[config.mk]
export PLATFORM = sky130hd
export DESIGN_NAME = voice_modem_dle_stream_parser_flat
export DESIGN_NICKNAME = d
export VERILOG_FILES = /design/src/rtl/vmdle_pkg.sv /design/src/rtl/vmdle_ifs.sv /design/src/rtl/vmdle_ram.sv /design/src/rtl/vmdle_csr.sv /design/src/rtl/vmdle_datapath.sv /design/src/rtl/vmdle_ctrl.sv /design/src/rtl/voice_modem_dle_stream_parser.sv /design/src/flat_wrapper.sv
export SDC_FILE = /design/constraint.sdc
export NUM_CORES = 1
export LEC_CHECK = 0
export ABC_CLOCK_PERIOD_IN_PS = 4740
export BUFFER_PORTS_ARGS = -buffer_cell sky130_fd_sc_hd__buf_2
export CAP_MARGIN = 20
export CORE_MARGIN = 2
export CORE_UTILIZATION = 41
export CTS_CLUSTER_DIAMETER = 120
export CTS_CLUSTER_SIZE = 24
export DETAILED_ROUTE_END_ITERATION = 7
export PLACE_DENSITY = 0.64
export SLEW_MARGIN = 20
export SYNTH_ARGS = -nofsm -noshare
export SYNTH_HDL_FRONTEND = slang
export SYNTH_SLANG_ARGS = --single-unit
[constraint.sdc]
create_clock -name clock -period 4.74 [get_ports clock]
set_input_delay 0.237 -clock clock [delete_from_list [all_inputs] [get_ports clock]]
set_output_delay 0.237 -clock clock [all_outputs]
set_load 0.02 [all_outputs]
[src/rtl/vmdle_pkg.sv]
// Package for the voice modem DLE stream parser: mode, kind and operation codes,
// control characters, register indexes, match words and controller/datapath structs.
// No dependencies.
`default_nettype none

package vmdle_pkg;

   // Modes
   localparam logic [2:0] MODE_IDLE     = 3'd0;
   localparam logic [2:0] MODE_READY    = 3'd1;
   localparam logic [2:0] MODE_INITREC  = 3'd2;
   localparam logic [2:0] MODE_DONE     = 3'd3;
   localparam logic [2:0] MODE_INITPLAY = 3'd4;
   localparam logic [2:0] MODE_REC      = 3'd5;

   // Input operations
   localparam logic [1:0] OP_BYTE     = 2'd0;
   localparam logic [1:0] OP_SET_MODE = 2'd1;
   localparam logic [1:0] OP_RESUME   = 2'd2;

   // Result kinds
   localparam logic [1:0] KIND_AUDIO = 2'd0;
   localparam logic [1:0] KIND_CODE  = 2'd1;
   localparam logic [1:0] KIND_LINE  = 2'd2;
   localparam logic [1:0] KIND_PLAY  = 2'd3;

   // Control characters and code ranges
   localparam logic [7:0] CH_ETX         = 8'd3;
   localparam logic [7:0] CH_LF          = 8'd10;
   localparam logic [7:0] CH_CR          = 8'd13;
   localparam logic [7:0] CH_DLE         = 8'd16;
   localparam logic [7:0] CODE_LOW_BASE  = 8'd32;
   localparam logic [7:0] CODE_HIGH_BASE = 8'd96;
   localparam logic [7:0] CODE_END       = 8'd160;

   // Register indexes
   localparam logic [1:0] REG_ACCEPT_ALL = 2'd0;
   localparam logic [1:0] REG_MASK_LOW   = 2'd1;
   localparam logic [1:0] REG_MASK_HIGH  = 2'd2;
   localparam logic [1:0] REG_DLE_CONV   = 2'd3;

   localparam int CSR_ADDR_W = 5;
   localparam int CSR_DATA_W = 64;

   localparam int CONNECT_LEN = 7;
   localparam int VCON_LEN    = 4;

   function automatic logic [7:0] connect_char(input logic [2:0] idx);
      logic [7:0] c;
      case (idx)
         3'd0:    c = 8'h43; // C
         3'd1:    c = 8'h4F; // O
         3'd2:    c = 8'h4E; // N
         3'd3:    c = 8'h4E; // N
         3'd4:    c = 8'h45; // E
         3'd5:    c = 8'h43; // C
         3'd6:    c = 8'h54; // T
         default: c = 8'h00;
      endcase
      return c;
   endfunction

   function automatic logic [7:0] vcon_char(input logic [2:0] idx);
      logic [7:0] c;
      case (idx)
         3'd0:    c = 8'h56; // V
         3'd1:    c = 8'h43; // C
         3'd2:    c = 8'h4F; // O
         3'd3:    c = 8'h4E; // N
         default: c = 8'h00;
      endcase
      return c;
   endfunction

   typedef struct packed {
      logic        accept_all;
      logic [63:0] mask_low;
      logic [63:0] mask_high;
      logic        dle_conv;
   } cfg_type;

   typedef struct packed {
      logic capture;
      logic commit;
      logic load_imm0;
      logic load_imm1;
      logic load_play;
      logic load_char;
      logic next_char;
   } ctrl_cmd_type;

   typedef struct packed {
      logic [1:0] dec_count;
      logic       dec_run;
      logic       dec_play;
      logic       out_free;
      logic       imm_two;
      logic       run_last;
   } dp_status_type;

endpackage

`default_nettype wire

[src/rtl/vmdle_ifs.sv]
// Valid/ready channel interfaces for the parser's byte input and result output.
// No dependencies.
`default_nettype none

interface vmdle_req_if;
   logic       valid;
   logic       ready;
   logic [1:0] operation;
   logic [7:0] data_byte;
   logic [2:0] new_mode;

   modport source(output valid, operation, data_byte, new_mode, input ready);
   modport sink(input valid, operation, data_byte, new_mode, output ready);
endinterface

interface vmdle_rsp_if;
   logic       valid;
   logic       ready;
   logic [1:0] kind;
   logic [7:0] value;
   logic       last;
   logic [2:0] mode_now;

   modport source(output valid, kind, value, last, mode_now, input ready);
   modport sink(input valid, kind, value, last, mode_now, output ready);
endinterface

`default_nettype wire

[src/rtl/vmdle_ram.sv]
// Generic single-port-write, single-port-read RAM with registered read data.
// No dependencies.
`default_nettype none

module vmdle_ram #(
   parameter int WIDTH = 8,
   parameter int DEPTH = 32
) (
   input  wire logic                     clock,
   input  wire logic                     wr_en,
   input  wire logic [$clog2(DEPTH)-1:0] wr_addr,
   input  wire logic [WIDTH-1:0]         wr_data,
   input  wire logic                     rd_en,
   input  wire logic [$clog2(DEPTH)-1:0] rd_addr,
   output logic      [WIDTH-1:0]         rd_data
);

   logic [WIDTH-1:0] mem_ff [DEPTH];
   logic [WIDTH-1:0] rd_data_ff;

   always_ff @(posedge clock) begin
      if (wr_en) begin
         mem_ff[wr_addr] <= wr_data;
      end
      if (rd_en) begin
         rd_data_ff <= mem_ff[rd_addr];
      end
   end

   assign rd_data = rd_data_ff;

endmodule

`default_nettype wire

[src/rtl/vmdle_csr.sv]
// APB-style configuration registers of the DLE stream parser.
// Depends on vmdle_pkg.
`default_nettype none

module vmdle_csr (
   input  wire logic                                 clock,
   input  wire logic                                 reset,
   input  wire logic                                 psel,
   input  wire logic                                 penable,
   input  wire logic                                 pwrite,
   input  wire logic [vmdle_pkg::CSR_ADDR_W-1:0]     paddr,
   input  wire logic [vmdle_pkg::CSR_DATA_W-1:0]     pwdata,
   output logic      [vmdle_pkg::CSR_DATA_W-1:0]     prdata,
   output logic                                      pready,
   output vmdle_pkg::cfg_type                        cfg
);

   vmdle_pkg::cfg_type cfg_ff;
   logic [1:0]         reg_idx;
   logic               wr_stb;

   // registers sit on 8-byte boundaries
   assign reg_idx = paddr[4:3];
   assign wr_stb  = psel && penable && pwrite;
   assign pready  = 1'b1;

   always_ff @(posedge clock) begin
      if (reset) begin
         cfg_ff.accept_all <= 1'b1;
         cfg_ff.mask_low   <= '0;
         cfg_ff.mask_high  <= '0;
         cfg_ff.dle_conv   <= 1'b0;
      end else if (wr_stb) begin
         case (reg_idx)
            vmdle_pkg::REG_ACCEPT_ALL: cfg_ff.accept_all <= pwdata[0];
            vmdle_pkg::REG_MASK_LOW:   cfg_ff.mask_low   <= pwdata;
            vmdle_pkg::REG_MASK_HIGH:  cfg_ff.mask_high  <= pwdata;
            vmdle_pkg::REG_DLE_CONV:   cfg_ff.dle_conv   <= pwdata[0];
            default: ;
         endcase
      end
   end

   always_comb begin
      case (reg_idx)
         vmdle_pkg::REG_ACCEPT_ALL: prdata = {63'd0, cfg_ff.accept_all};
         vmdle_pkg::REG_MASK_LOW:   prdata = cfg_ff.mask_low;
         vmdle_pkg::REG_MASK_HIGH:  prdata = cfg_ff.mask_high;
         vmdle_pkg::REG_DLE_CONV:   prdata = {63'd0, cfg_ff.dle_conv};
         default:                   prdata = '0;
      endcase
   end

   assign cfg = cfg_ff;

endmodule

`default_nettype wire

[src/rtl/vmdle_datapath.sv]
// Datapath of the DLE stream parser: item register, mode/DLE/line state, byte
// decode, line store RAM, running word matches and the result output register.
// Depends on vmdle_pkg and vmdle_ram.
`default_nettype none

module vmdle_datapath #(
   parameter int LINE_DEPTH = 32
) (
   input  wire logic                     clock,
   input  wire logic                     reset,
   input  wire vmdle_pkg::cfg_type       cfg,
   input  wire vmdle_pkg::ctrl_cmd_type  cmd,
   output vmdle_pkg::dp_status_type      status,
   input  wire logic [1:0]               req_operation,
   input  wire logic [7:0]               req_data_byte,
   input  wire logic [2:0]               req_new_mode,
   input  wire logic                     rsp_ready,
   output logic                          rsp_valid,
   output logic      [1:0]               rsp_kind,
   output logic      [7:0]               rsp_value,
   output logic                          rsp_last,
   output logic      [2:0]               rsp_mode_now
);

   localparam int LW = $clog2(LINE_DEPTH);

   // item register
   logic [1:0]    op_ff;
   logic [7:0]    byte_ff;
   logic [2:0]    nm_ff;

   // parser state
   logic [2:0]    mode_ff,  mode_in;
   logic          pend_ff,  pend_in;
   logic [LW-1:0] len_ff,   len_in;
   logic          conn_ok_ff, conn_ok_in;
   logic          vcon_ok_ff, vcon_ok_in;

   // latched results of the committed item
   logic          imm_two_ff;
   logic [1:0]    imm0_kind_ff;
   logic [7:0]    imm0_val_ff;
   logic [LW-1:0] run_len_ff;
   logic [LW-1:0] idx_ff;

   // output register
   logic          rsp_valid_ff;
   logic [1:0]    rsp_kind_ff;
   logic [7:0]    rsp_value_ff;
   logic          rsp_last_ff;
   logic [2:0]    rsp_mode_ff;

   // decode
   logic          cmd_mode;
   logic          code_ok;
   logic          store;
   logic          wr_en;
   logic [1:0]    cnt;
   logic [1:0]    kind0;
   logic [7:0]    val0;
   logic          run;
   logic          play;
   logic [7:0]    byte_m_low;
   logic [7:0]    byte_m_high;

   logic          rd_en;
   logic [LW-1:0] rd_addr;
   logic [7:0]    rd_data;

   assign cmd_mode = (mode_ff == vmdle_pkg::MODE_READY) ||
                     (mode_ff == vmdle_pkg::MODE_INITREC) ||
                     (mode_ff == vmdle_pkg::MODE_DONE) ||
                     (mode_ff == vmdle_pkg::MODE_INITPLAY);

   assign byte_m_low  = byte_ff - vmdle_pkg::CODE_LOW_BASE;
   assign byte_m_high = byte_ff - vmdle_pkg::CODE_HIGH_BASE;

   always_comb begin
      if (cfg.accept_all) begin
         code_ok = (byte_ff >= vmdle_pkg::CODE_LOW_BASE);
      end else if (byte_ff >= vmdle_pkg::CODE_LOW_BASE &&
                   byte_ff < vmdle_pkg::CODE_HIGH_BASE) begin
         code_ok = cfg.mask_low[byte_m_low[5:0]];
      end else if (byte_ff >= vmdle_pkg::CODE_HIGH_BASE &&
                   byte_ff < vmdle_pkg::CODE_END) begin
         code_ok = cfg.mask_high[byte_m_high[5:0]];
      end else begin
         code_ok = 1'b0;
      end
   end

   always_comb begin
      mode_in    = mode_ff;
      pend_in    = pend_ff;
      len_in     = len_ff;
      conn_ok_in = conn_ok_ff;
      vcon_ok_in = vcon_ok_ff;
      store      = 1'b0;
      wr_en      = 1'b0;
      cnt        = 2'd0;
      kind0      = vmdle_pkg::KIND_AUDIO;
      val0       = byte_ff;
      run        = 1'b0;
      play       = 1'b0;
      case (op_ff)
         vmdle_pkg::OP_SET_MODE: begin
            if (nm_ff <= vmdle_pkg::MODE_REC) begin
               mode_in = nm_ff;
            end
         end
         vmdle_pkg::OP_RESUME: begin
            pend_in = 1'b0;
            len_in  = '0;
         end
         vmdle_pkg::OP_BYTE: begin
            if (cmd_mode) begin
               if (byte_ff == vmdle_pkg::CH_CR) begin
                  // dropped, pending DLE kept
               end else if (byte_ff == vmdle_pkg::CH_LF) begin
                  if (len_ff != '0) begin
                     run    = 1'b1;
                     len_in = '0;
                     if (mode_ff == vmdle_pkg::MODE_INITREC &&
                         len_ff == LW'(vmdle_pkg::CONNECT_LEN) && conn_ok_ff) begin
                        mode_in = vmdle_pkg::MODE_REC;
                        pend_in = 1'b0;
                     end else if (mode_ff == vmdle_pkg::MODE_DONE &&
                                  len_ff == LW'(vmdle_pkg::VCON_LEN) && vcon_ok_ff) begin
                        mode_in = vmdle_pkg::MODE_READY;
                     end else if (mode_ff == vmdle_pkg::MODE_INITPLAY) begin
                        play    = 1'b1;
                        mode_in = vmdle_pkg::MODE_READY;
                     end
                  end
               end else if (byte_ff == vmdle_pkg::CH_DLE && !pend_ff) begin
                  pend_in = 1'b1;
               end else if (pend_ff && byte_ff != vmdle_pkg::CH_DLE) begin
                  pend_in = 1'b0;
                  if (code_ok) begin
                     cnt   = 2'd1;
                     kind0 = vmdle_pkg::KIND_CODE;
                  end
               end else begin
                  // plain character, or DLE DLE storing one DLE
                  pend_in = 1'b0;
                  store   = 1'b1;
               end
            end else if (mode_ff == vmdle_pkg::MODE_REC) begin
               if (!pend_ff) begin
                  if (byte_ff == vmdle_pkg::CH_DLE) begin
                     pend_in = 1'b1;
                  end else begin
                     cnt = 2'd1;
                  end
               end else begin
                  pend_in = 1'b0;
                  if (byte_ff == vmdle_pkg::CH_ETX) begin
                     mode_in = vmdle_pkg::MODE_DONE;
                     len_in  = '0;
                  end else if (byte_ff >= vmdle_pkg::CODE_LOW_BASE) begin
                     if (code_ok) begin
                        cnt   = 2'd1;
                        kind0 = vmdle_pkg::KIND_CODE;
                     end
                  end else begin
                     cnt  = cfg.dle_conv ? 2'd1 : 2'd2;
                     val0 = vmdle_pkg::CH_DLE;
                  end
               end
            end
         end
         default: ;
      endcase

      // append to line; running prefix match against both words
      if (store && len_ff < LW'(LINE_DEPTH - 1)) begin
         wr_en      = 1'b1;
         len_in     = len_ff + LW'(1);
         conn_ok_in = (len_ff == '0 || conn_ok_ff) &&
                      (len_ff < LW'(vmdle_pkg::CONNECT_LEN)) &&
                      (byte_ff == vmdle_pkg::connect_char(len_ff[2:0]));
         vcon_ok_in = (len_ff == '0 || vcon_ok_ff) &&
                      (len_ff < LW'(vmdle_pkg::VCON_LEN)) &&
                      (byte_ff == vmdle_pkg::vcon_char(len_ff[2:0]));
      end
   end

   always_ff @(posedge clock) begin
      if (cmd.capture) begin
         op_ff   <= req_operation;
         byte_ff <= req_data_byte;
         nm_ff   <= req_new_mode;
      end
   end

   always_ff @(posedge clock) begin
      if (reset) begin
         mode_ff <= vmdle_pkg::MODE_IDLE;
         pend_ff <= 1'b0;
         len_ff  <= '0;
      end else if (cmd.commit) begin
         mode_ff <= mode_in;
         pend_ff <= pend_in;
         len_ff  <= len_in;
      end
   end

   always_ff @(posedge clock) begin
      if (cmd.commit) begin
         conn_ok_ff   <= conn_ok_in;
         vcon_ok_ff   <= vcon_ok_in;
         imm_two_ff   <= (cnt == 2'd2);
         imm0_kind_ff <= kind0;
         imm0_val_ff  <= val0;
         run_len_ff   <= len_ff;
         idx_ff       <= '0;
      end else if (cmd.next_char) begin
         idx_ff <= idx_ff + LW'(1);
      end
   end

   assign rd_en   = (cmd.commit && run) || cmd.next_char;
   assign rd_addr = cmd.next_char ? idx_ff + LW'(1) : '0;

   vmdle_ram #(
      .WIDTH(8),
      .DEPTH(LINE_DEPTH)
   ) u_line_ram (
      .clock   (clock),
      .wr_en   (cmd.commit && wr_en),
      .wr_addr (len_ff),
      .wr_data (byte_ff),
      .rd_en   (rd_en),
      .rd_addr (rd_addr),
      .rd_data (rd_data)
   );

   // output register; mode is already committed when any result loads
   always_ff @(posedge clock) begin
      if (reset) begin
         rsp_valid_ff <= 1'b0;
      end else if (cmd.load_imm0 || cmd.load_imm1 || cmd.load_play || cmd.load_char) begin
         rsp_valid_ff <= 1'b1;
      end else if (rsp_ready) begin
         rsp_valid_ff <= 1'b0;
      end
   end

   always_ff @(posedge clock) begin
      if (cmd.load_imm0) begin
         rsp_kind_ff  <= imm0_kind_ff;
         rsp_value_ff <= imm0_val_ff;
         rsp_last_ff  <= !imm_two_ff;
         rsp_mode_ff  <= mode_ff;
      end else if (cmd.load_imm1) begin
         rsp_kind_ff  <= vmdle_pkg::KIND_AUDIO;
         rsp_value_ff <= byte_ff;
         rsp_last_ff  <= 1'b1;
         rsp_mode_ff  <= mode_ff;
      end else if (cmd.load_play) begin
         rsp_kind_ff  <= vmdle_pkg::KIND_PLAY;
         rsp_value_ff <= 8'd0;
         rsp_last_ff  <= 1'b0;
         rsp_mode_ff  <= mode_ff;
      end else if (cmd.load_char) begin
         rsp_kind_ff  <= vmdle_pkg::KIND_LINE;
         rsp_value_ff <= rd_data;
         rsp_last_ff  <= status.run_last;
         rsp_mode_ff  <= mode_ff;
      end
   end

   assign status.dec_count = cnt;
   assign status.dec_run   = run;
   assign status.dec_play  = play;
   assign status.out_free  = !rsp_valid_ff || rsp_ready;
   assign status.imm_two   = imm_two_ff;
   assign status.run_last  = (idx_ff == run_len_ff - LW'(1));

   assign rsp_valid    = rsp_valid_ff;
   assign rsp_kind     = rsp_kind_ff;
   assign rsp_value    = rsp_value_ff;
   assign rsp_last     = rsp_last_ff;
   assign rsp_mode_now = rsp_mode_ff;

endmodule

`default_nettype wire

[src/rtl/vmdle_ctrl.sv]
// Controller of the DLE stream parser: sequences capture, commit and the
// emission of results into the datapath's output register.
// Depends on vmdle_pkg.
`default_nettype none

module vmdle_ctrl (
   input  wire logic                 clock,
   input  wire logic                 reset,
   input  wire logic                 req_valid,
   output logic                      req_ready,
   input  wire vmdle_pkg::dp_status_type status,
   output vmdle_pkg::ctrl_cmd_type   cmd
);

   typedef enum logic [2:0] {
      S_IDLE,
      S_EVAL,
      S_IMM0,
      S_IMM1,
      S_PLAY,
      S_CHAR
   } state_type;

   state_type state_ff, state_in;
   logic      ready_ff;

   always_ff @(posedge clock) begin
      if (reset) begin
         state_ff <= S_IDLE;
         ready_ff <= 1'b1;
      end else begin
         state_ff <= state_in;
         ready_ff <= (state_in == S_IDLE);
      end
   end

   always_comb begin
      cmd      = '0;
      state_in = state_ff;
      case (state_ff)
         S_IDLE: begin
            if (req_valid && ready_ff) begin
               cmd.capture = 1'b1;
               state_in    = S_EVAL;
            end
         end
         S_EVAL: begin
            cmd.commit = 1'b1;
            if (status.dec_play) begin
               state_in = S_PLAY;
            end else if (status.dec_run) begin
               state_in = S_CHAR;
            end else if (status.dec_count != 2'd0) begin
               state_in = S_IMM0;
            end else begin
               state_in = S_IDLE;
            end
         end
         S_IMM0: begin
            if (status.out_free) begin
               cmd.load_imm0 = 1'b1;
               state_in      = status.imm_two ? S_IMM1 : S_IDLE;
            end
         end
         S_IMM1: begin
            if (status.out_free) begin
               cmd.load_imm1 = 1'b1;
               state_in      = S_IDLE;
            end
         end
         S_PLAY: begin
            if (status.out_free) begin
               cmd.load_play = 1'b1;
               state_in      = S_CHAR;
            end
         end
         S_CHAR: begin
            // RAM read for the current index was issued at commit or by the last next_char and is held
            if (status.out_free) begin
               cmd.load_char = 1'b1;
               if (status.run_last) begin
                  state_in = S_IDLE;
               end else begin
                  cmd.next_char = 1'b1;
               end
            end
         end
         default: state_in = S_IDLE;
      endcase
   end

   assign req_ready = ready_ff;

endmodule

`default_nettype wire

[src/rtl/voice_modem_dle_stream_parser.sv]
// Top level of the voice modem DLE stream parser.
// Depends on vmdle_pkg, vmdle_ifs, vmdle_csr, vmdle_ctrl, vmdle_datapath, vmdle_ram.
//
//   port       dir    protocol     carries
//   req_chan   in     valid/ready  operation, data_byte, new_mode
//   rsp_chan   out    valid/ready  kind, value, last, mode_now
//   csr_*      in     APB write    accept_all_codes, code masks, dle_conv
//
// One item at a time: an item is accepted, then committed, then each immediate result
// is loaded in turn, and for a line end the play start (if any) and each line character,
// all fed through the single output register.
// Synchronous reset clears mode, pending DLE, line length and the output valid.
// A stalled rsp_chan holds the sequencer; req_ready stays low until it finishes.
`default_nettype none

module voice_modem_dle_stream_parser #(
   parameter int LINE_DEPTH = 32
) (
   input  wire logic                                clock,
   input  wire logic                                reset,
   vmdle_req_if.sink                                req_chan,
   vmdle_rsp_if.source                              rsp_chan,
   input  wire logic                                csr_psel,
   input  wire logic                                csr_penable,
   input  wire logic                                csr_pwrite,
   input  wire logic [vmdle_pkg::CSR_ADDR_W-1:0]    csr_paddr,
   input  wire logic [vmdle_pkg::CSR_DATA_W-1:0]    csr_pwdata,
   output logic      [vmdle_pkg::CSR_DATA_W-1:0]    csr_prdata,
   output logic                                     csr_pready
);

   vmdle_pkg::cfg_type       cfg;
   vmdle_pkg::ctrl_cmd_type  cmd;
   vmdle_pkg::dp_status_type status;
   logic                     ready;

   vmdle_csr u_csr (
      .clock   (clock),
      .reset   (reset),
      .psel    (csr_psel),
      .penable (csr_penable),
      .pwrite  (csr_pwrite),
      .paddr   (csr_paddr),
      .pwdata  (csr_pwdata),
      .prdata  (csr_prdata),
      .pready  (csr_pready),
      .cfg     (cfg)
   );

   vmdle_ctrl u_ctrl (
      .clock     (clock),
      .reset     (reset),
      .req_valid (req_chan.valid),
      .req_ready (ready),
      .status    (status),
      .cmd       (cmd)
   );

   vmdle_datapath #(
      .LINE_DEPTH(LINE_DEPTH)
   ) u_datapath (
      .clock         (clock),
      .reset         (reset),
      .cfg           (cfg),
      .cmd           (cmd),
      .status        (status),
      .req_operation (req_chan.operation),
      .req_data_byte (req_chan.data_byte),
      .req_new_mode  (req_chan.new_mode),
      .rsp_ready     (rsp_chan.ready),
      .rsp_valid     (rsp_chan.valid),
      .rsp_kind      (rsp_chan.kind),
      .rsp_value     (rsp_chan.value),
      .rsp_last      (rsp_chan.last),
      .rsp_mode_now  (rsp_chan.mode_now)
   );

   assign req_chan.ready = ready;

endmodule

`default_nettype wire

[src/flat_wrapper.sv]
// flat-port wrapper written by rule: the top's interface ports become plain ports
module voice_modem_dle_stream_parser_flat 
#(
   parameter int LINE_DEPTH = 32
)
  (clock, reset, csr_psel, csr_penable, csr_pwrite, csr_paddr, csr_pwdata, csr_prdata, csr_pready, req_chan_valid, req_chan_operation, req_chan_data_byte, req_chan_new_mode, req_chan_ready, rsp_chan_valid, rsp_chan_kind, rsp_chan_value, rsp_chan_last, rsp_chan_mode_now, rsp_chan_ready);
  vmdle_req_if req_chan_i ();
  vmdle_rsp_if rsp_chan_i ();
  input  wire logic clock;
  input  wire logic reset;
  input  wire logic csr_psel;
  input  wire logic csr_penable;
  input  wire logic csr_pwrite;
  input  wire logic [vmdle_pkg::CSR_ADDR_W-1:0] csr_paddr;
  input  wire logic [vmdle_pkg::CSR_DATA_W-1:0] csr_pwdata;
  output logic      [vmdle_pkg::CSR_DATA_W-1:0] csr_prdata;
  output logic csr_pready;
  input wire logic [$bits(req_chan_i.valid)-1:0] req_chan_valid;
  input wire logic [$bits(req_chan_i.operation)-1:0] req_chan_operation;
  input wire logic [$bits(req_chan_i.data_byte)-1:0] req_chan_data_byte;
  input wire logic [$bits(req_chan_i.new_mode)-1:0] req_chan_new_mode;
  output wire logic [$bits(req_chan_i.ready)-1:0] req_chan_ready;
  output wire logic [$bits(rsp_chan_i.valid)-1:0] rsp_chan_valid;
  output wire logic [$bits(rsp_chan_i.kind)-1:0] rsp_chan_kind;
  output wire logic [$bits(rsp_chan_i.value)-1:0] rsp_chan_value;
  output wire logic [$bits(rsp_chan_i.last)-1:0] rsp_chan_last;
  output wire logic [$bits(rsp_chan_i.mode_now)-1:0] rsp_chan_mode_now;
  input wire logic [$bits(rsp_chan_i.ready)-1:0] rsp_chan_ready;
  assign req_chan_i.valid = req_chan_valid;
  assign req_chan_i.operation = req_chan_operation;
  assign req_chan_i.data_byte = req_chan_data_byte;
  assign req_chan_i.new_mode = req_chan_new_mode;
  assign req_chan_ready = req_chan_i.ready;
  assign rsp_chan_valid = rsp_chan_i.valid;
  assign rsp_chan_kind = rsp_chan_i.kind;
  assign rsp_chan_value = rsp_chan_i.value;
  assign rsp_chan_last = rsp_chan_i.last;
  assign rsp_chan_mode_now = rsp_chan_i.mode_now;
  assign rsp_chan_i.ready = rsp_chan_ready;
  voice_modem_dle_stream_parser #(.LINE_DEPTH(LINE_DEPTH)) u_core (.clock(clock), .reset(reset), .req_chan(req_chan_i), .rsp_chan(rsp_chan_i), .csr_psel(csr_psel), .csr_penable(csr_penable), .csr_pwrite(csr_pwrite), .csr_paddr(csr_paddr), .csr_pwdata(csr_pwdata), .csr_prdata(csr_prdata), .csr_pready(csr_pready));
endmodule
## Word level (Yosys, flattened, before mapping)

Memory sizes are Yosys's and may differ from the RTL's. A register that Yosys moved wholly into a read port is not among the register bits.
Cells that the tools add are included.

- $add $sub $neg: 5
- Multipliers: 0
- Divide/modulo/power cells: 0
- Magnitude comparators: 10
- Eq/ne operators: 48
- Shifts and indexed selects: 0
- Muxes and demuxes: 129
- Bitwise logic cells: 0
- Reduce and logical (&&, ||, !) cells: 54

Operators by type and width:

| operator | count |
|---|---|
| $pmux 64 s4 | 1 |
| $mux 8 | 12 |
| $mux 3 | 23 |
| $mux 1 | 56 |
| $mux 5 | 9 |
| $mux 2 | 20 |
| $pmux 7 s5 | 1 |
| $ne 4x4->1 const B | 8 |
| $pmux 7 s4 | 1 |
| $eq 3x3->1 const B | 7 |
| $eq 3x2->1 const B | 6 |
| $logic_and 1x1->1 | 18 |
| $ne 3x3->1 const B | 6 |
| $pmux 3 s6 | 1 |
| $eq 8x4->1 const B | 2 |
| $eq 8x8->1 | 2 |
| $lt 6x7->1 const B | 2 |
| $bmux 1 s6 | 2 |
| $sub 6x6->6 const B | 2 |
| $add 5x1->5 const B | 2 |
| $eq 5x3->1 const B | 2 |
| $logic_or 1x1->1 | 10 |
| $lt 5x3->1 const B | 2 |
| $pmux 5 s2 | 1 |
| other kinds (31) | 50 |

- Register bits after elaboration: 194
- Latch bits: 0
- Bits in writable memories: 256
- Bits in read-only memories: 0
- Output and inout bits: 81
- Word-level logic and storage cells: 271
- Memories: 1

Memories:

| memory | words | width | read ports | clocked after memory_dff | write ports | line | text |
|---|---|---|---|---|---|---|---|
| u_core.u_datapath.u_line_ram.mem_ff | 32 | 8 | 1 | 1 | 1 | vmdle_ram.sv:18 | `logic [WIDTH-1:0] mem_ff [DEPTH];` |

## Depth between registers and ports, before layout

Gate-level depths: netlist of run 1.

- Depth after elaboration: 19
- Gate-level depth with buffers: 12

## Modules after synthesis

Synthesis of run 1 repeated with hierarchy kept, for this count alone.

- Cells, all modules: 1476
- Area, all modules: 21001.4 µm²

By module, submodules not included:

| module | instances | cells an instance | area each (µm²) | sequential area each (µm²) |
|---|---|---|---|---|
| vmdle_ram | 1 | 417 | 10133.5 | 7927.6 |
| vmdle_csr | 1 | 578 | 6128.4 | 2602.5 |
| vmdle_datapath | 1 | 441 | 4425.5 | 1621.6 |
| vmdle_ctrl | 1 | 40 | 314.1 | 80.1 |

## Least setup slack after synthesis of run 1

No wires, ideal clock.

- Kind: flip-flop to flip-flop
- From: reg u_core.u_datapath.byte_ff[1]
- To: mem u_core.u_datapath.u_line_ram.mem_ff[0][0], enable pin
- Setup time: 370 ps
- Arrival time: 3519 ps
- Data required time: 4370 ps
- Setup slack: 851 ps
- Cell stages (with the launch flop): 12
- Period minus slack after synthesis: 3889 ps
- Path through: edfxtp_1 -> clkbuf_1 -> buf_2 -> buf_2 -> buf_2 -> or4_1 -> ha_1 -> and4_1 -> o21ai_0 -> nor2_1 -> nand2_1 -> nor2_1

- Word-level cells in the longest chain between the ends: 13
- Elaborated cells between the ends (all ways): 17

Ends and longest elaborated chain:

| element | line | text |
|---|---|---|
| from (decl) | vmdle_datapath.sv:29 | `logic [7:0] byte_ff;` |
| from (signal assigned) | vmdle_datapath.sv:191 | `byte_ff <= req_data_byte;` |
| $ne 8x5->1 | vmdle_datapath.sv:137 | `end else if (pend_ff && byte_ff != vmdle_pkg::CH_DLE) begin` |
| $logic_and 1x1->1 | vmdle_datapath.sv:137 |  |
| $mux 1 | vmdle_datapath.sv:137 |  |
| $mux 1 | vmdle_datapath.sv:135 | `end else if (byte_ff == vmdle_pkg::CH_DLE && !pend_ff) begin` |
| $mux 1 | vmdle_datapath.sv:119 | `end else if (byte_ff == vmdle_pkg::CH_LF) begin` |
| $mux 1 (*) | vmdle_datapath.sv:117 | `if (byte_ff == vmdle_pkg::CH_CR) begin` |
| $mux 1 (*) | vmdle_datapath.sv:116 | `if (cmd_mode) begin` |
| $mux 1 (*) | vmdle_datapath.sv:105 | `case (op_ff)` |
| $logic_and 1x1->1 (*) | vmdle_datapath.sv:176 | `if (store && len_ff < LW'(LINE_DEPTH - 1)) begin` |
| $mux 1 (*) | vmdle_datapath.sv:176 |  |
| $logic_and 1x1->1 (*) | vmdle_datapath.sv:230 | `.wr_en (cmd.commit && wr_en),` |
| named net u_core.u_datapath.u_line_ram.wr_en | vmdle_ram.sv:10 | `input wire logic wr_en,` |
| $mux 1 (*) | vmdle_ram.sv:22 | `if (wr_en) begin` |
| $mux 1 (not written as such) (*) | vmdle_ram.sv:23 | `mem_ff[wr_addr] <= wr_data;` |
| to (decl) | vmdle_ram.sv:18 |  |

Mark *: on every way through the listed nets, which the timed path passes. The rest lies on a longest branch.

## Final worst setup path of run 1

- From: reg u_core.u_datapath.byte_ff[5]
- To: mem u_core.u_datapath.u_line_ram.mem_ff[9][3], enable pin

Same word-level chain as after synthesis.

==> impl_metrics.env, run 1 <==
export IMPL_clock_skew_ns=0.0313
export IMPL_synth_seq_area_share=0.605
export IMPL_cts_setup_buffers=0
export IMPL_reg2reg_depth=9
export IMPL_cp_cell_sequence="or4_1, or4_1, ha_1, and4_1, o21ai_0, buf_4, nor2_1, nand2_1, nor2_1"
export IMPL_grt_remaining_overflow=0
export IMPL_fp_dieH_um=226
export IMPL_status="finished clean"
export IMPL_cp_slowest_cell="nor2_1"
export IMPL_end_kind="register"
export IMPL_use_met3=0.0475
export IMPL_ys_ff_latch=457
export IMPL_synth_cell_area_mm2=0.0202
export IMPL_setup_tns_ns=0
export IMPL_cts_clk_slew_worst_paths_ns=0.10
export IMPL_die_w_um=226
export IMPL_worstReg2RegStart="u_core.u_datapath.byte_ff[5]"
export IMPL_cts_tree="done"
export IMPL_rr_endpoint="u_core.u_datapath.u_line_ram.mem_ff[9][3]"
export IMPL_final_max_slew_violation_count=0
export IMPL_hold_depth=3
export IMPL_whs_ns=0.0786
export IMPL_grt_pass1_wl_mm=86.4
export IMPL_grt_max_degree=103
export IMPL_placed_area_mm2=0.0218
export IMPL_ys_top_cells_by_area="edfxtp_1, dfxtp_1, nand2_1"
export IMPL_regArea_mm2=0.0122
export IMPL_max_stage_delay_ns=0.66
export IMPL_synth_top_family_by_area="compound AO/OA/AOI/OAI gates"
export IMPL_min_period_ns=4.11
export IMPL_cts_sinks=457
export IMPL_clk_insertion_delay_late_ns=0.58
export IMPL_setup_worst_path_start_class="register"
export IMPL_gr_max_usage_layer="met2"
export IMPL_syn_num_nets=1898
export IMPL_synth_compound_area_share=0.154
export IMPL_drc=0
export IMPL_p_leak_nw=7.77
export IMPL_synth_area_mux_share=0.0632
export IMPL_vdd_ir_drop_max_uv=286
export IMPL_dr_first_iter_drc_count=1467
export IMPL_ios=170
export IMPL_numCtsBuffers=23
export IMPL_crit_required_ns=4.96
export IMPL_hpwl_mm=37.5
export IMPL_synth_flop_cell="edfxtp_1"
export IMPL_hold_buffers=77
export IMPL_ant_nets=0
export IMPL_synthXorXnorAreaFrac=0.00810
export IMPL_wl_mm=57.2
export IMPL_maxCapViolCount=0
export IMPL_mostFrequentLayoutCells="nand2_1, edfxtp_1, a21oi_1"
export IMPL_via_per_inst=5.70
export IMPL_rsz0062_at_grt="false"
export IMPL_htree_levels=1
export IMPL_clockBufferDepth=3
export IMPL_grt_usage=0.219
export IMPL_nets=2087
export IMPL_fill_cells=4497
export IMPL_wl_per_cell_um=21.4
export IMPL_period_share=0.867
export IMPL_max_freq_mhz=243
export IMPL_start_util=0.414
export IMPL_hold_viol=0
export IMPL_async_flop_share=0
export IMPL_routabilityCongestion=0.954
export IMPL_worst_slew_pin_slew_ns=1.08
export IMPL_portBuffers=165
export IMPL_drive_above_1_share=0.159
export IMPL_ctsRootBufferMaster="clkbuf_16"
export IMPL_drt_pass1_iter_count=6
export IMPL_yosysTopAreaCell="edfxtp_1"
export IMPL_r2r_slack_ns=0.63
export IMPL_yosys_area_share_simple=0.132
export IMPL_cts_resized_gates=0
export IMPL_grt_pass1_vias=14700
export IMPL_synth_cells=1800
export IMPL_holdPathEnd="u_core.u_datapath.rsp_kind[0]"
export IMPL_cp_arrival_ns=4.33
export IMPL_antenna_found_initial=5
export IMPL_crit_fanout=8
export IMPL_synth_fa_ha_area_frac=0.00557
export IMPL_multi_input_area_mm2=0.00742
export IMPL_holdCritPathClass="input port to register"
export IMPL_die_area_mm2=0.0511
export IMPL_p_total_mw=6.92
export IMPL_use_met2=0.355
export IMPL_final_common_cell="nand2_1"
export IMPL_synth_edf_count=308
export IMPL_stdcell_area_mm2=0.0233
export IMPL_core_mm2=0.0488
export IMPL_vias=15200
export IMPL_netlist_area_leader_share=0.457
export IMPL_synth_warnings=0
export IMPL_grtUsageMet1=0.296
export IMPL_synth_avg_cell_area_um2=11.2
export IMPL_power_density_mw_per_mm2=298
export IMPL_crit_type="register to register"
export IMPL_slew_headroom=0.282
export IMPL_rows=81
export IMPL_synthToLayoutAreaGrowth_pct=15.0
export IMPL_holdCritStartpoint="rsp_chan_ready"
export IMPL_finalSetupViolCount=0
export IMPL_yosysUniqueCellTypes=75
-- worst max-delay path, delay by kind of cell, from the launching register on --
family | cells | cell delay [ns]
buffers and inverters | 1 | 0.16
DFF | 1 | 0.39
adders and majority gates | 1 | 0.30
and+or+nand+nor | 6 | 2.82
AOI/OAI and AO/OA | 1 | 0.08
-- logic make-up (layout without fill, tap and decap cells) --
kind of cell	after synthesis	count (layout)
other	1	4
XOR/XNOR	17	17
AO/OA/AOI/OAI	469	469
multiplexers	79	79
flip-flops	457	457
AND/OR/NAND/NOR	611	611
adder cells (fa/ha/maj)	9	9
buffers and inverters	157	361
-- report_power, final --
group	switching (mW)	internal, mW
combinational	0.254	0.144
clock	1.29	0.935
sequential	0.0230	4.28
-- per-layer routing --
layer,routed length (um),vias up
li1,-,7047
met1,24300,7529
met2,26800,572
met3,4350,86
met4,1680,2
met5,11,-
-- synthesized netlist by cell type, drive strengths merged, types with 3 or more instances --
| master | instances |
|---|---|
| and4 | 3 |
| a22o | 66 |
| o211ai | 13 |
| nand3b | 3 |
| o211a | 8 |
| clkbuf | 89 |
| and2 | 7 |
| nor3 | 36 |
| nand2 | 355 |
| xnor2 | 10 |
| o22ai | 23 |
| buf | 44 |
| nor2 | 100 |
| nor4 | 5 |
| o311a | 7 |
| inv | 23 |
| a211oi | 18 |
| a222oi | 7 |
| o21ai | 71 |
| o21a | 3 |
| mux2 | 10 |
| a311oi | 3 |
| a21oi | 173 |
| or4 | 4 |
| and3b | 3 |
| nor2b | 13 |
| a32o | 7 |
| dfxtp | 149 |
| a32oi | 10 |
| and3 | 4 |
| mux2i | 31 |
| o2111a | 8 |
| a31oi | 19 |
| xor2 | 7 |
| o2111ai | 9 |
| nand2b | 7 |
| nand4 | 8 |
| nand3 | 31 |
| or3 | 22 |
| mux4 | 38 |
| a22oi | 8 |
| edfxtp | 308 |
| ha | 9 |
-- worst max path at each step --
stage                                       from  cells past startpoint                                         to  slack, ns
floorplan           u_core.u_datapath.byte_ff[1]                     11  u_core.u_datapath.u_line_ram.mem_ff[0][0]       0.85
global placement    u_core.u_datapath.byte_ff[5]                      9  u_core.u_datapath.u_line_ram.mem_ff[9][6]       0.69
detailed placement  u_core.u_datapath.byte_ff[5]                      9  u_core.u_datapath.u_line_ram.mem_ff[9][6]       0.65
CTS                 u_core.u_datapath.byte_ff[5]                      9  u_core.u_datapath.u_line_ram.mem_ff[9][3]       0.63
global route        u_core.u_datapath.byte_ff[5]                      9  u_core.u_datapath.u_line_ram.mem_ff[9][6]       0.36
finish              u_core.u_datapath.byte_ff[5]                      9  u_core.u_datapath.u_line_ram.mem_ff[9][3]       0.63
-- registers in the layout, indices dropped and copies added (netlist names), 2 cells and up --
name                                  flops
u_core.u_csr.cfg                        130
u_core.u_ctrl.state_ff                    3
u_core.u_datapath.byte_ff                 8
u_core.u_datapath.idx_ff                  5
u_core.u_datapath.imm0_val_ff             8
u_core.u_datapath.len_ff                  5
u_core.u_datapath.mode_ff                 3
u_core.u_datapath.nm_ff                   3
u_core.u_datapath.op_ff                   2
u_core.u_datapath.rsp_kind                2
u_core.u_datapath.rsp_mode_now            3
u_core.u_datapath.rsp_value               8
u_core.u_datapath.run_len_ff              5
u_core.u_datapath.u_line_ram.mem_ff     256
u_core.u_datapath.u_line_ram.rd_data      8
-- layout make-up --
class,count,area share
sequential,457,0.526
multi-input combinational,1186,0.319
timing repair buffer,297,0.0865
tap,664,0.0357
clock buffer,38,0.0272
inverter,24,0.00387
clock inverter,2,0.00167
antenna,3,0.000323
-- through the flow --
stage / worst slack, ns / instances / util
2_1_floorplan: 0.851 / 1800 / -
3_3_place_gp: 0.688 / 2550 / 0.446
3_5_place_dp: 0.654 / 2551 / 0.446
4_1_cts: 0.634 / 2668 / 0.476
5_1_grt: 0.364 / 2671 / 0.476
6_report: 0.631 / 2671 / 0.476
(Power assumes the default switching activity.)
==> run 2: changes to the inputs <==
--- a/config.mk
+++ b/config.mk
@@ -9,11 +9,11 @@
 export BUFFER_PORTS_ARGS = -buffer_cell sky130_fd_sc_hd__buf_2
 export CAP_MARGIN = 20
 export CORE_MARGIN = 2
-export CORE_UTILIZATION = 41
+export CORE_UTILIZATION = 25
 export CTS_CLUSTER_DIAMETER = 120
 export CTS_CLUSTER_SIZE = 24
 export DETAILED_ROUTE_END_ITERATION = 7
-export PLACE_DENSITY = 0.64
+export PLACE_DENSITY = 0.46
 export SLEW_MARGIN = 20
 export SYNTH_ARGS = -nofsm -noshare
 export SYNTH_HDL_FRONTEND = slang
==> run 2 against run 1 <==
Via count decreased by 0.54%. Combinational power increased by 4%. Wire length increased by 11%. Sequential share of layout area decreased by 1.1 points. Die area increased by 63%. Flip-flop and latch count unchanged. Sequential power about the same. Global-route usage decreased by 7.0 points. Final cell count increased by 15%. Register-to-register slack improved by 0.14 ns. Critical path type unchanged. Largest power group unchanged.
==> impl_metrics.env, run 2 (synthesized netlist as in run 1, its figures left out) <==
export IMPL_status="finished clean"
export IMPL_power_density_mw_per_mm2=294
export IMPL_nets=2085
export IMPL_end_kind="register"
export IMPL_via_per_inst=4.95
export IMPL_pwr_share_comb=0.059
export IMPL_crit_fanout=8
export IMPL_fill_cells=8259
export IMPL_p_sw_frac=0.231
export IMPL_core_mm2=0.0803
export IMPL_start_util=0.252
export IMPL_cts_tree="done"
export IMPL_grt_pass1_vias=14900
export IMPL_reg2reg_depth=8
export IMPL_ant_nets=0
export IMPL_cp_arrival_ns=4.19
export IMPL_ctsRootBufferMaster="clkbuf_16"
export IMPL_grt_max_degree=74
export IMPL_rsz0062_at_grt="false"
export IMPL_grt_remaining_overflow=0
export IMPL_p_seq_frac=0.617
export IMPL_rows=104
export IMPL_power_internal_mw=5.36
export IMPL_wl_mm=63.7
export IMPL_maxCapViolCount=0
export IMPL_r2r_slack_ns=0.77
export IMPL_min_period_ns=3.97
export IMPL_grt_pass1_wl_mm=95.1
export IMPL_final_common_cell="nand2_1"
export IMPL_final_core_util=0.296
export IMPL_clockBufferDepth=3
export IMPL_holdCritPathClass="input port to register"
export IMPL_die_area_mm2=0.0832
export IMPL_clock_skew_ns=0.0206
export IMPL_largest_register_ffs=256
export IMPL_final_max_slew_violation_count=0
export IMPL_grt_usage=0.149
export IMPL_placed_area_mm2=0.0223
export IMPL_crit_required_ns=4.96
export IMPL_clk_insertion_delay_late_ns=0.59
export IMPL_mostFrequentLayoutCells="nand2_1, edfxtp_1, a21oi_1"
export IMPL_setup_worst_path_start_class="register"
export IMPL_largest_register="u_core.u_datapath.u_line_ram.mem_ff"
export IMPL_die_w_um=288
export IMPL_wl_per_cell_um=20.8
export IMPL_vias=15200
export IMPL_synthToLayoutAreaGrowth_pct=17.4
export IMPL_routabilityCongestion=0.860
export IMPL_hpwl_mm=41.7
export IMPL_crit_type="register to register"
export IMPL_p_sw_mw=1.61
export IMPL_drt_pass1_iter_count=6
export IMPL_cts_clk_slew_worst_paths_ns=0.10
export IMPL_stdcell_area_mm2=0.0237
export IMPL_drc=0
export IMPL_portBuffers=165
export IMPL_cts_sinks=457
export IMPL_htree_levels=1
export IMPL_dr_first_iter_drc_count=1216
export IMPL_fp_dieH_um=288
export IMPL_numCtsBuffers=23
export IMPL_slew_headroom=0.311
export IMPL_drive_above_1_share=0.159
export IMPL_period_share=0.838
export IMPL_finalSetupViolCount=0
export IMPL_hold_viol=0
export IMPL_p_leak_nw=7.77
export IMPL_antenna_found_initial=5
export IMPL_hold_depth=4
export IMPL_setup_tns_ns=0
export IMPL_power_frac_clock=0.323
export IMPL_vdd_ir_drop_max_uv=337
export IMPL_max_freq_mhz=252
export IMPL_worst_slew_pin_slew_ns=1.03
export IMPL_ios=170
[run 2: critical path, stage by stage (launching register included)]
cell	delay, ns
edfxtp_1	0.41
or4_1	0.65
or4_1	0.56
ha_1	0.29
and4_1	0.17
o21ai_0	0.24
nor2_1	0.28
nand2_1	0.35
nor2_1	0.64
[run 2: worst paths after layout]
| check | from | end |
|---|---|---|
| worst min-delay path | csr_paddr[3] | u_core.u_csr.cfg[0] |
| worst min register to register | u_core.u_csr.cfg[120] | u_core.u_csr.cfg[120] |
| worst max-delay path | u_core.u_datapath.byte_ff[5] | u_core.u_datapath.u_line_ram.mem_ff[24][7] |
| worst max register to register | u_core.u_datapath.byte_ff[5] | u_core.u_datapath.u_line_ram.mem_ff[24][7] |
[run 2: power groups by stage]
| stage | clock, mW | sequential, mW | combinational, mW |
|---|---|---|---|
| floorplan | 0 | 4.40 | 0.181 |
| global placement | 0 | 4.39 | 0.362 |
| detailed placement | 0 | 4.40 | 0.367 |
| CTS | 2.34 | 4.30 | 0.420 |
| global route | 2.44 | 4.31 | 0.447 |
| finish | 2.25 | 4.30 | 0.414 |
[run 2: per-layer routing]
metal | vias to the layer above | GRT usage | share of wire
li1 | 7050 | - | -
met1 | 7591 | 0.193 | 0.43
met2 | 438 | 0.257 | 0.49
met3 | 67 | 0.0295 | 0.057
met4 | 8 | 0.0311 | 0.022
met5 | - | 0 | 0.00080
[run 2: metrics by stage]
step / hold slack, ns / setup slack, ns / total power [mW] / instances
global route: 0.0743 / 0.501 / 7.20 / 3061
floorplan: 0.336 / 0.851 / 4.59 / 1800
global placement: 0.415 / 0.809 / 4.76 / 2945
finish: 0.0671 / 0.770 / 6.97 / 3062
CTS: 0.0400 / 0.744 / 7.06 / 3061
detailed placement: 0.417 / 0.761 / 4.76 / 2945
[run 2: final cells by class]
cell class                      instances  area (um2)  share of cell area
Sequential cell                       457       12200               0.515
Multi-Input combinational cell       1186        7420               0.312
Timing Repair Buffer                  295        2010              0.0846
Tap cell                             1060        1330              0.0559
Clock buffer                           37         628              0.0265
Inverter                               24        90.1             0.00379
Clock inverter                          2        38.8             0.00163
Antenna cell                            1        2.50            0.000105
[run 2: timing repair]
| action | CTS | global route |
|---|---|---|
| hold buffers | 77 | 0 |
| resized for setup | 0 | 0 |
| endpoints found under the hold margin | 143 | 0 |
| setup buffers | 0 | 0 |
